$ cat config.mk
export PLATFORM = sky130hd
export DESIGN_NAME = pianoroll_note_tracker
export DESIGN_NICKNAME = d
export VERILOG_FILES = /design/src/rtl/pnt_pkg.sv /design/src/rtl/pnt_ram.sv /design/src/rtl/pianoroll_note_tracker.sv
export SDC_FILE = /design/constraint.sdc
export NUM_CORES = 2
export LEC_CHECK = 0
export BUFFER_PORTS_ARGS = -buffer_cell sky130_fd_sc_hd__buf_4
export CORE_MARGIN = 1
export CORE_UTILIZATION = 60
export CTS_BUF_LIST = sky130_fd_sc_hd__clkbuf_4
export CTS_CLUSTER_SIZE = 25
export DETAILED_ROUTE_END_ITERATION = 10
export PLACE_DENSITY = 0.76
export SYNTH_ARGS = -nofsm -noshare
export SYNTH_HDL_FRONTEND = slang
export SYNTH_HIERARCHICAL = 1
export SYNTH_SLANG_ARGS = --single-unit
$ cat constraint.sdc
create_clock -name i_clk -period 16.1 [get_ports i_clk]
set_input_delay 4.83 -clock i_clk [delete_from_list [all_inputs] [get_ports i_clk]]
set_output_delay 4.83 -clock i_clk [all_outputs]
set_load 0.03 [all_outputs]
$ cat src/rtl/pnt_pkg.sv
// pnt_pkg: shared constants for the piano-roll note tracker.
// No dependencies; imported by pianoroll_note_tracker.
`timescale 1ns / 1ps

package pnt_pkg;

    localparam int PITCH_COUNT_DEF    = 88;
    localparam int FRAME_BITS_DEF     = 16;

    localparam int CMD_W              = 1;
    localparam int PITCH_W            = 7;
    localparam int NOTE_W             = 8;
    localparam int TIME_W             = 16;

    localparam logic [PITCH_W-1:0] LOWEST_PITCH_RST = 7'd21;

    localparam logic [CMD_W-1:0] CMD_CELL  = 1'b0;
    localparam logic [CMD_W-1:0] CMD_CLEAR = 1'b1;

endpackage

$ cat src/rtl/pnt_ram.sv
// pnt_ram: generic single-clock RAM, one write port, one registered read port.
// No dependencies.
`timescale 1ns / 1ps

module pnt_ram #(
    parameter int WIDTH  = 18,
    parameter int DEPTH  = 88,
    parameter int ADDR_W = (DEPTH > 1) ? $clog2(DEPTH) : 1
) (
    input  logic              i_clk,
    input  logic              i_we,
    input  logic [ADDR_W-1:0] i_waddr,
    input  logic [WIDTH-1:0]  i_wdata,
    input  logic              i_re,
    input  logic [ADDR_W-1:0] i_raddr,
    output logic [WIDTH-1:0]  o_rdata
);

    logic [WIDTH-1:0] r_mem [DEPTH];
    logic [WIDTH-1:0] r_rdata;

    always_ff @(posedge i_clk) begin
        if (i_we) begin
            r_mem[i_waddr] <= i_wdata;
        end
        if (i_re) begin
            r_rdata <= r_mem[i_raddr];
        end
    end

    assign o_rdata = r_rdata;

endmodule

$ cat src/rtl/pianoroll_note_tracker.sv
// pianoroll_note_tracker: turns piano-roll cells into finished notes.
// Depends on pnt_pkg and pnt_ram.
`timescale 1ns / 1ps
//
// Usage
//   Input channel (i_in_valid / o_in_ready): one beat per piano-roll cell, or
//   a clear command (i_cmd = CMD_CLEAR) that resets all per-pitch state and the
//   frame counter. i_last_in_frame on a cell advances the frame counter after
//   that cell is handled; the counter saturates at all ones.
//   Output channel (o_out_valid / i_out_ready): one beat per finished note:
//   note number, start frame and duration in frames.
//   Config channel (i_cfg_valid / o_cfg_ready, always ready): writes
//   lowest_pitch; write it only while the block is idle.
// Timing
//   One cell per clock sustained while the output is not stalled. A note
//   that a cell closes passes the per-pitch RAM read (stage 1), then the
//   update and the output register.
//   The per-pitch RAM is read on accept and written back when stage 1 moves on;
//   a cell that hits the pitch written in the same cycle takes forwarded data.
// Reset / stall
//   Reset clears the pipeline, the per-pitch valid bits (so every pitch reads
//   closed with no prior onset) and the frame counter; no clearing pass.
//   When the receiver stalls with a note held, the update stage waits and the
//   input stops after one more beat has been taken into the read stage.

module pianoroll_note_tracker
    #(
    parameter int PITCH_COUNT = pnt_pkg::PITCH_COUNT_DEF,
    parameter int FRAME_BITS  = pnt_pkg::FRAME_BITS_DEF
) (
    input  logic                         i_clk,
    input  logic                         i_rst_n,
    // config
    input  logic                         i_cfg_valid,
    output logic                         o_cfg_ready,
    input  logic [pnt_pkg::PITCH_W-1:0]  i_cfg_data,
    // input cells
    input  logic                         i_in_valid,
    output logic                         o_in_ready,
    input  logic [pnt_pkg::CMD_W-1:0]    i_cmd,
    input  logic [pnt_pkg::PITCH_W-1:0]  i_pitch_index,
    input  logic                         i_frame_bit,
    input  logic                         i_onset_bit,
    input  logic                         i_last_in_frame,
    // finished notes
    output logic                         o_out_valid,
    input  logic                         i_out_ready,
    output logic [pnt_pkg::NOTE_W-1:0]   o_note_pitch,
    output logic [pnt_pkg::TIME_W-1:0]   o_start_frame,
    output logic [pnt_pkg::TIME_W-1:0]   o_duration_frames
);

    import pnt_pkg::*;

    localparam int AW    = (PITCH_COUNT > 1) ? $clog2(PITCH_COUNT) : 1;
    localparam int ENT_W = FRAME_BITS + 2;     // {open, prior, start}
    localparam logic [FRAME_BITS-1:0] FC_MAX = {FRAME_BITS{1'b1}};

    // config register
    logic [PITCH_W-1:0] r_lowest;

    // stage 1 (RAM data valid)
    logic                r_s1_vld;
    logic [CMD_W-1:0]    r_s1_cmd;
    logic [PITCH_W-1:0]  r_s1_idx;
    logic                r_s1_fr;
    logic                r_s1_on;
    logic                r_s1_last;
    logic                r_s1_inr;
    logic                r_fwd;
    logic [ENT_W-1:0]    r_fwd_data;

    // per-pitch valid bits, frame counter
    logic [PITCH_COUNT-1:0] r_ent_vld;
    logic [PITCH_COUNT-1:0] n_ent_vld;
    logic [FRAME_BITS-1:0]  r_fc;
    logic [FRAME_BITS-1:0]  n_fc;

    // output register
    logic                r_out_vld;
    logic [NOTE_W-1:0]   r_note_pitch;
    logic [TIME_W-1:0]   r_start_frame;
    logic [TIME_W-1:0]   r_duration;

    logic                in_acc;
    logic                out_free;
    logic                s1_go;
    logic                s1_we;
    logic                s1_emit;
    logic [AW-1:0]       s1_addr;
    logic [ENT_W-1:0]    ram_q;
    logic [ENT_W-1:0]    s1_ent;
    logic                s1_open;
    logic                s1_prior;
    logic [FRAME_BITS-1:0] s1_start;
    logic                n_open;
    logic [FRAME_BITS-1:0] n_start;
    logic [ENT_W-1:0]    s1_wdata;
    logic [FRAME_BITS-1:0] s1_dur;
    logic [31:0]         start_ext;
    logic [31:0]         dur_ext;
    logic                in_range;

    assign o_cfg_ready = 1'b1;

    assign out_free   = !r_out_vld || i_out_ready;
    assign s1_go      = r_s1_vld && out_free;
    assign o_in_ready = !r_s1_vld || s1_go;
    assign in_acc     = i_in_valid && o_in_ready;
    assign in_range   = {1'b0, i_pitch_index} < (PITCH_W + 1)'(PITCH_COUNT);
    assign s1_addr    = r_s1_idx[AW-1:0];
    assign s1_we      = s1_go && (r_s1_cmd == CMD_CELL) && r_s1_inr;

    pnt_ram #(
        .WIDTH (ENT_W),
        .DEPTH (PITCH_COUNT),
        .ADDR_W(AW)
    ) u_ram (
        .i_clk  (i_clk),
        .i_we   (s1_we),
        .i_waddr(s1_addr),
        .i_wdata(s1_wdata),
        .i_re   (in_acc),
        .i_raddr(i_pitch_index[AW-1:0]),
        .o_rdata(ram_q)
    );

    // entry as seen by stage 1: forwarded write wins over stale RAM data,
    // an entry without its valid bit reads closed with no prior onset
    always_comb begin
        s1_ent   = r_fwd ? r_fwd_data : ram_q;
        s1_open  = r_ent_vld[s1_addr] && s1_ent[ENT_W-1];
        s1_prior = r_ent_vld[s1_addr] && s1_ent[ENT_W-2];
        s1_start = s1_ent[FRAME_BITS-1:0];
    end

    // note rules
    always_comb begin
        n_open  = s1_open;
        n_start = s1_start;
        s1_emit = 1'b0;
        if (r_s1_fr) begin
            if (s1_open) begin
                if (r_s1_on && !s1_prior) begin
                    s1_emit = 1'b1;
                    n_start = r_fc;
                end
            end else if (r_s1_on) begin
                n_open  = 1'b1;
                n_start = r_fc;
            end
        end else if (s1_open) begin
            s1_emit = 1'b1;
            n_open  = 1'b0;
        end
        if (!r_s1_inr || (r_s1_cmd != CMD_CELL)) begin
            s1_emit = 1'b0;
        end
        s1_wdata  = {n_open, r_s1_on, n_start};
        s1_dur    = r_fc - s1_start;
        start_ext = 32'(s1_start);
        dur_ext   = 32'(s1_dur);
    end

    // valid bits and frame counter
    always_comb begin
        n_ent_vld = r_ent_vld;
        n_fc      = r_fc;
        if (s1_go) begin
            if (r_s1_cmd == CMD_CLEAR) begin
                n_ent_vld = '0;
                n_fc      = '0;
            end else begin
                if (s1_we) begin
                    n_ent_vld[s1_addr] = 1'b1;
                end
                if (r_s1_last && (r_fc != FC_MAX)) begin
                    n_fc = r_fc + 1'b1;
                end
            end
        end
    end

    always_ff @(posedge i_clk) begin
        if (!i_rst_n) begin
            r_lowest  <= LOWEST_PITCH_RST;
            r_s1_vld  <= 1'b0;
            r_fwd     <= 1'b0;
            r_ent_vld <= '0;
            r_fc      <= '0;
            r_out_vld <= 1'b0;
        end else begin
            if (i_cfg_valid && o_cfg_ready) begin
                r_lowest <= i_cfg_data;
            end
            r_ent_vld <= n_ent_vld;
            r_fc      <= n_fc;
            if (in_acc) begin
                r_s1_vld <= 1'b1;
                // same pitch written this edge: RAM read returns stale data
                r_fwd    <= s1_we && (r_s1_idx == i_pitch_index);
            end else if (s1_go) begin
                r_s1_vld <= 1'b0;
                r_fwd    <= 1'b0;
            end
            if (s1_go && s1_emit) begin
                r_out_vld <= 1'b1;
            end else if (i_out_ready) begin
                r_out_vld <= 1'b0;
            end
        end
    end

    // payload registers
    always_ff @(posedge i_clk) begin
        if (in_acc) begin
            r_s1_cmd   <= i_cmd;
            r_s1_idx   <= i_pitch_index;
            r_s1_fr    <= i_frame_bit;
            r_s1_on    <= i_onset_bit;
            r_s1_last  <= i_last_in_frame;
            r_s1_inr   <= in_range;
            r_fwd_data <= s1_wdata;
        end
        if (s1_go && s1_emit) begin
            r_note_pitch  <= {1'b0, r_lowest} + {1'b0, r_s1_idx};
            r_start_frame <= start_ext[TIME_W-1:0];
            r_duration    <= dur_ext[TIME_W-1:0];
        end
    end

    assign o_out_valid       = r_out_vld;
    assign o_note_pitch      = r_note_pitch;
    assign o_start_frame     = r_start_frame;
    assign o_duration_frames = r_duration;

`ifndef NO_ASSERTIONS
    a_clear_empties: assert property (@(posedge i_clk) disable iff (!i_rst_n)
        (s1_go && (r_s1_cmd == CMD_CLEAR)) |=> (r_ent_vld == '0 && r_fc == '0))
        else $error("clear did not reset per-pitch state");

    a_fc_monotonic: assert property (@(posedge i_clk) disable iff (!i_rst_n)
        !(s1_go && (r_s1_cmd == CMD_CLEAR)) |=> (r_fc >= $past(r_fc)))
        else $error("frame counter moved backward");

    a_emit_lands: assert property (@(posedge i_clk) disable iff (!i_rst_n)
        (s1_go && s1_emit) |=> o_out_valid)
        else $error("finished note not registered");

    a_fwd_has_item: assert property (@(posedge i_clk) disable iff (!i_rst_n)
        r_fwd |-> r_s1_vld)
        else $error("forward flag without stage 1 item");
`endif

endmodule
# ---- Yosys cells after proc, flatten, opt, wreduce, memory -nomap -nowiden
# Memory sizes are Yosys's and may differ from the RTL's. A register that Yosys moved wholly into a read port is not among the register bits.
# Cells that the tools add are included.
dict set report word_totals {
  in_bits 23
  out_inout_bits 43
  mem_count 1
  ram_bits 1584
  elab_cells 79
  latch_bits 0
  regBits 184
  romBits 0
}
dict set report classes {
  n_addsub 3
  div_mod_pow 0
  n_bitwise 2
  muxes 28
  n_lt_le_gt_ge 3
  eq_ne 2
  n_mul 0
  reduce_logical 24
  shifts 0
}
# memory words width read_ports rd_ports_with_merged_regs wr line_no
set memory_table {}
lappend memory_table {u_ram.r_mem 88 18 1 1 1 pnt_ram.sv:19} ;# logic [WIDTH-1:0] r_mem [DEPTH];
# op n
set ops {}
lappend ops {{two-way mux 88 bit} 2}
lappend ops {{two-way mux 16 bit} 6}
lappend ops {{bitwise OR 88 bit} 1}
lappend ops {{two-way mux 18 bit} 1}
lappend ops {{two-way mux 1 bit} 17}
lappend ops {{adder 16 x 1 -> 16 bit, second input constant} 1}
lappend ops {{!= test 16 bit, second input constant} 1}
lappend ops {{subtractor 16 bit} 1}
lappend ops {{logical AND 1 bit} 11}
lappend ops {{adder 7 x 7 -> 8 bit} 1}
lappend ops {{less-than comparator 7 x 8 -> 1 bit, second input constant} 1}
lappend ops {{nonzero test 2 bit} 4}
lappend ops {{binary-select mux 1 bit (select 7 bit)} 1}
lappend ops {{demux 1 bit (select 7 bit)} 1}
lappend ops {{equality test 7 bit} 1}
lappend ops {{>= comparator 7 x 1 -> 1 bit, second input constant} 1}
lappend ops {{less-than comparator 7 bit, second input constant} 1}
lappend ops {{zero test 1 bit} 4}
lappend ops {{AND reduction 2 bit} 2}
lappend ops {{logical OR 1 bit} 3}
lappend ops {{NOT 1 bit} 1}

# ---- Logic depth before layout (Yosys ltp)
dict set report logic_depth {
  ltp_word 11
  mapped_depth 12
  depth_no_buf 10
}

# ---- Hierarchy
# Netlist, hierarchy kept.
# module seq_area_each_um2 area_each_um2 cells_each n_inst
set by_module_without_submodules {}
lappend by_module_without_submodules {pnt_ram 48106.1 61542.8 2962 1}
lappend by_module_without_submodules {pianoroll_note_tracker 4384.2 8400.6 789 1}

# ---- Worst setup path before layout
# Ideal clock, no wire load.
dict set report synth_path {
  kind {input-to-output}
  start {input i_out_ready}
  end {output o_in_ready}
  t_required_ns 11.270
  path_slack_ns 6.087
  arrival_time_ns 5.183
  path_stages 1
  path_buffers 0
  path_cell_list {nand3b_1}
}
dict set report synth_between {
  elab_chain_len 3
}
# item line_no
set synth_lines {}
lappend synth_lines {{start: declaration} pianoroll_note_tracker.sv:47} ;# input logic i_out_ready,
lappend synth_lines {{logical OR 1 bit} pianoroll_note_tracker.sv:106} ;# assign out_free = !r_out_vld || i_out_ready;
lappend synth_lines {{logical AND 1 bit} pianoroll_note_tracker.sv:107} ;# assign s1_go = r_s1_vld && out_free;
lappend synth_lines {{logical OR 1 bit} pianoroll_note_tracker.sv:108} ;# assign o_in_ready = !r_s1_vld || s1_go;
lappend synth_lines {{end: declaration} pianoroll_note_tracker.sv:39} ;# output logic o_in_ready,
# No other way between the ends.

# ---- Final worst setup path
# Same ends and word-level chain as after synthesis.

==> run summary <==
status = completed
Critical Path End Type = output pin
Mapped Avg Cell Area = 18.6 µm²
post-route ant nets = 0
Hold Fails Final Rpt = 0
Worst Tran Pin Value = 1.30 ns
GR Overflow Total = 0
CP peak stage delay = 0.20 ns
synth top area cells = edfxtp_1 72%, mux4_2 8.6%, mux2i_1 4.4%
1st-iter DRT viols = 4465
Total GRT Usage = 0.280
Die ar. = 118000 µm²
Post-synth EDFFs = 1672
routability cong. = 0.851
Hold Slack = 0.461 ns
relative slew slack = 0.130
FFs w/ async S/R, synth = 0
die extent in x = 343 µm
CP Data Required Time = 11.27 ns
top_reg_cell synth = edfxtp_1
CTS tree = done
router iterations before antenna repair = 6
Max H-tree Level = 5
FF-to-FF setup slack = 11.30 ns
floorplan row count = 124
clk slew on worst S/H paths = 0.06 ns
Final Setup Violations = 0
max-slew violations = 0
fin util = 0.675
Max Freq = 98.4 MHz
Layout area overhead = 11.0%
# fillers = 7341
CP max FO = 4
Warnings, synthesis = 6
cell mode on critical path = buf_4
Routed WL = 164000 µm
global-route wire length before repair = 237000 µm
routed vias = 38400
Worst-Skew Late Latency = 1.31 ns
Via density = 6.38
HP Class = reg -> reg
peak supply drop = 81.7 µV
unrepaired setup endpoints after global routing = no
Core ar. = 115000 µm²
layout net count = 4220
area of the multi-input gates = 16300 µm²
vias in the first global route = 37500
Max-Cap Viols = 0
Cell Count Post-Placement = 5238
initial core utilization = 0.608
Leak Pwr = 26.1 nW
post-synth cell types = 70
crit-path cells = buf_4, nand3b_1, buf_4
fraction of layout cells with a size suffix above 1 = 0.269
largest net degree at the start of global routing = 134
Ports = 66
most numerous cell in the Yosys netlist = edfxtp_1
Synth Register Bits = 1786
Net Count, Synth = 3799
CTS Hold Buffers Added = 0
DPL Wire Length = 92200 µm
largest area contributor in the netlist = edfxtp_1
arrival time worst endpoint = 5.33 ns
Final Skew = 0.130 ns
Seq/Total Area, Yosys = 0.750
fin cells = 6010
Crit Path Class = in -> out
post-CTS setup buffers = 0
WL/cell = 27.2 µm
maximum clock path buffer count = 4
top post-synthesis cells by count = 1672 x edfxtp_1, 310 x mux2i_1, 266 x mux4_2
antenna violations before repair = 5
Inserted Clock Buffers = 444
setup TNS = 0 ns
Cell Pwr Density = 120 nW/µm²
slowest stage cell, crit path = buf_4
DRC viols = 0
Final min period = 10.16 ns
post-CTS resize count = 0
Startpoint Class = primary input
synthesized instance count = 3751
Tcrit/Tclk final = 0.631
clock root buffer = clkbuf_4
Seq. cell area = 52500 µm²
synthesized cell area = 69900 µm²
clk sink count = 1786
Synth top area share = 0.718
Die Y = 343 µm
Buffers on Ports = 64
[sequential cells by signal, summed over array words and instances (netlist names)]
signal	flops
o_duration_frames	16
o_note_pitch	8
o_out_valid	1
o_start_frame	16
r_ent_vld	88
r_fc	16
r_fwd	1
r_fwd_data	18
r_lowest	7
r_s1_cmd	1
r_s1_fr	1
r_s1_idx	7
r_s1_inr	1
r_s1_last	1
r_s1_on	1
r_s1_vld	1
u_ram/o_rdata	18
u_ram/r_mem	1584
[routing by layer]
layer | share of wire | vias up | routed length, µm | track usage
met3 | 0.13 | 231 | 20700 | 0.101
met2 | 0.46 | 2284 | 74700 | 0.412
li1 | - | 16300 | - | -
met1 | 0.39 | 19600 | 64400 | 0.394
met5 | 0 | - | 0 | 0
met4 | 0.023 | 0 | 3790 | 0.0869
[report_power, final]
| group | total, mW | internal (mW) | leakage, nW | switching [mW] |
|---|---|---|---|---|
| clock | 3.59 | 1.86 | 3.23 | 1.73 |
| combinational | 0.548 | 0.155 | 6.79 | 0.394 |
| sequential | 5.20 | 5.18 | 16.1 | 0.0146 |
[worst paths after layout]
kind	startpoint	to	cells past startpoint
worst max register to register	r_s1_idx[1]	u_ram/r_mem[8][6]	9
worst min-delay path	r_ent_vld[47]	r_ent_vld[47]	2
worst max-delay path	i_out_ready	o_in_ready	3
worst min register to register	r_ent_vld[47]	r_ent_vld[47]	2
[cell usage in the layout, fill, tap and decap left out, types with 34 or more instances in the layout]
master | synthesis | final
o22ai_1 | 61 | 61
mux2i_1 | 310 | 308
nor2_1 | 220 | 204
edfxtp_1 | 1672 | 1672
nand2_1 | 115 | 114
a22oi_1 | 96 | 96
a211oi_1 | 34 | 34
nor2b_1 | 41 | 37
buf_4 | 41 | 178
clkinv_1 | 1 | 94
a21oi_1 | 127 | 127
nand3_1 | 49 | 49
inv_1 | 35 | 34
dfxtp_1 | 114 | 114
mux4_2 | 266 | 266
clkbuf_4 | 0 | 645
[cell type report]
| type | instances | share of cell area |
|---|---|---|
| sequential | 1786 | 0.676 |
| multi-input combinational | 1721 | 0.210 |
| clock buffer | 645 | 0.0624 |
| tap | 1512 | 0.0244 |
| timing repair buffer | 182 | 0.0181 |
| clock inverter | 121 | 0.00714 |
| inverter | 37 | 0.00179 |
| antenna | 6 | 0.000193 |
[per-stage QoR]
step / total power, mW / setup WS [ns] / area (µm²)
floorplan: 5.64 / 6.09 / 69900
global placement: 5.82 / 5.93 / 72200
detailed placement: 5.84 / 5.94 / 72200
CTS: 9.39 / 5.94 / 77600
global route: 9.66 / 5.92 / 77600
finish: 9.33 / 5.94 / 77600
[cells by family after synthesis]
kind of cell | synth area share
AO/OA/AOI/OAI | 0.0453
XOR/XNOR | 0.00438
adder cells (fa/ha/maj) | 0.00469
buffers and inverters | 0.0190
flip-flops | 0.750
multiplexers | 0.139
other | 0.0000536
AND/OR/NAND/NOR | 0.0376
[worst max-delay path, delay by kind of cell]
kind	cells	cell delay, ns
buffers and inverters	2	0.31
and+or+nand+nor	1	0.19
(Power assumes the default switching activity.)
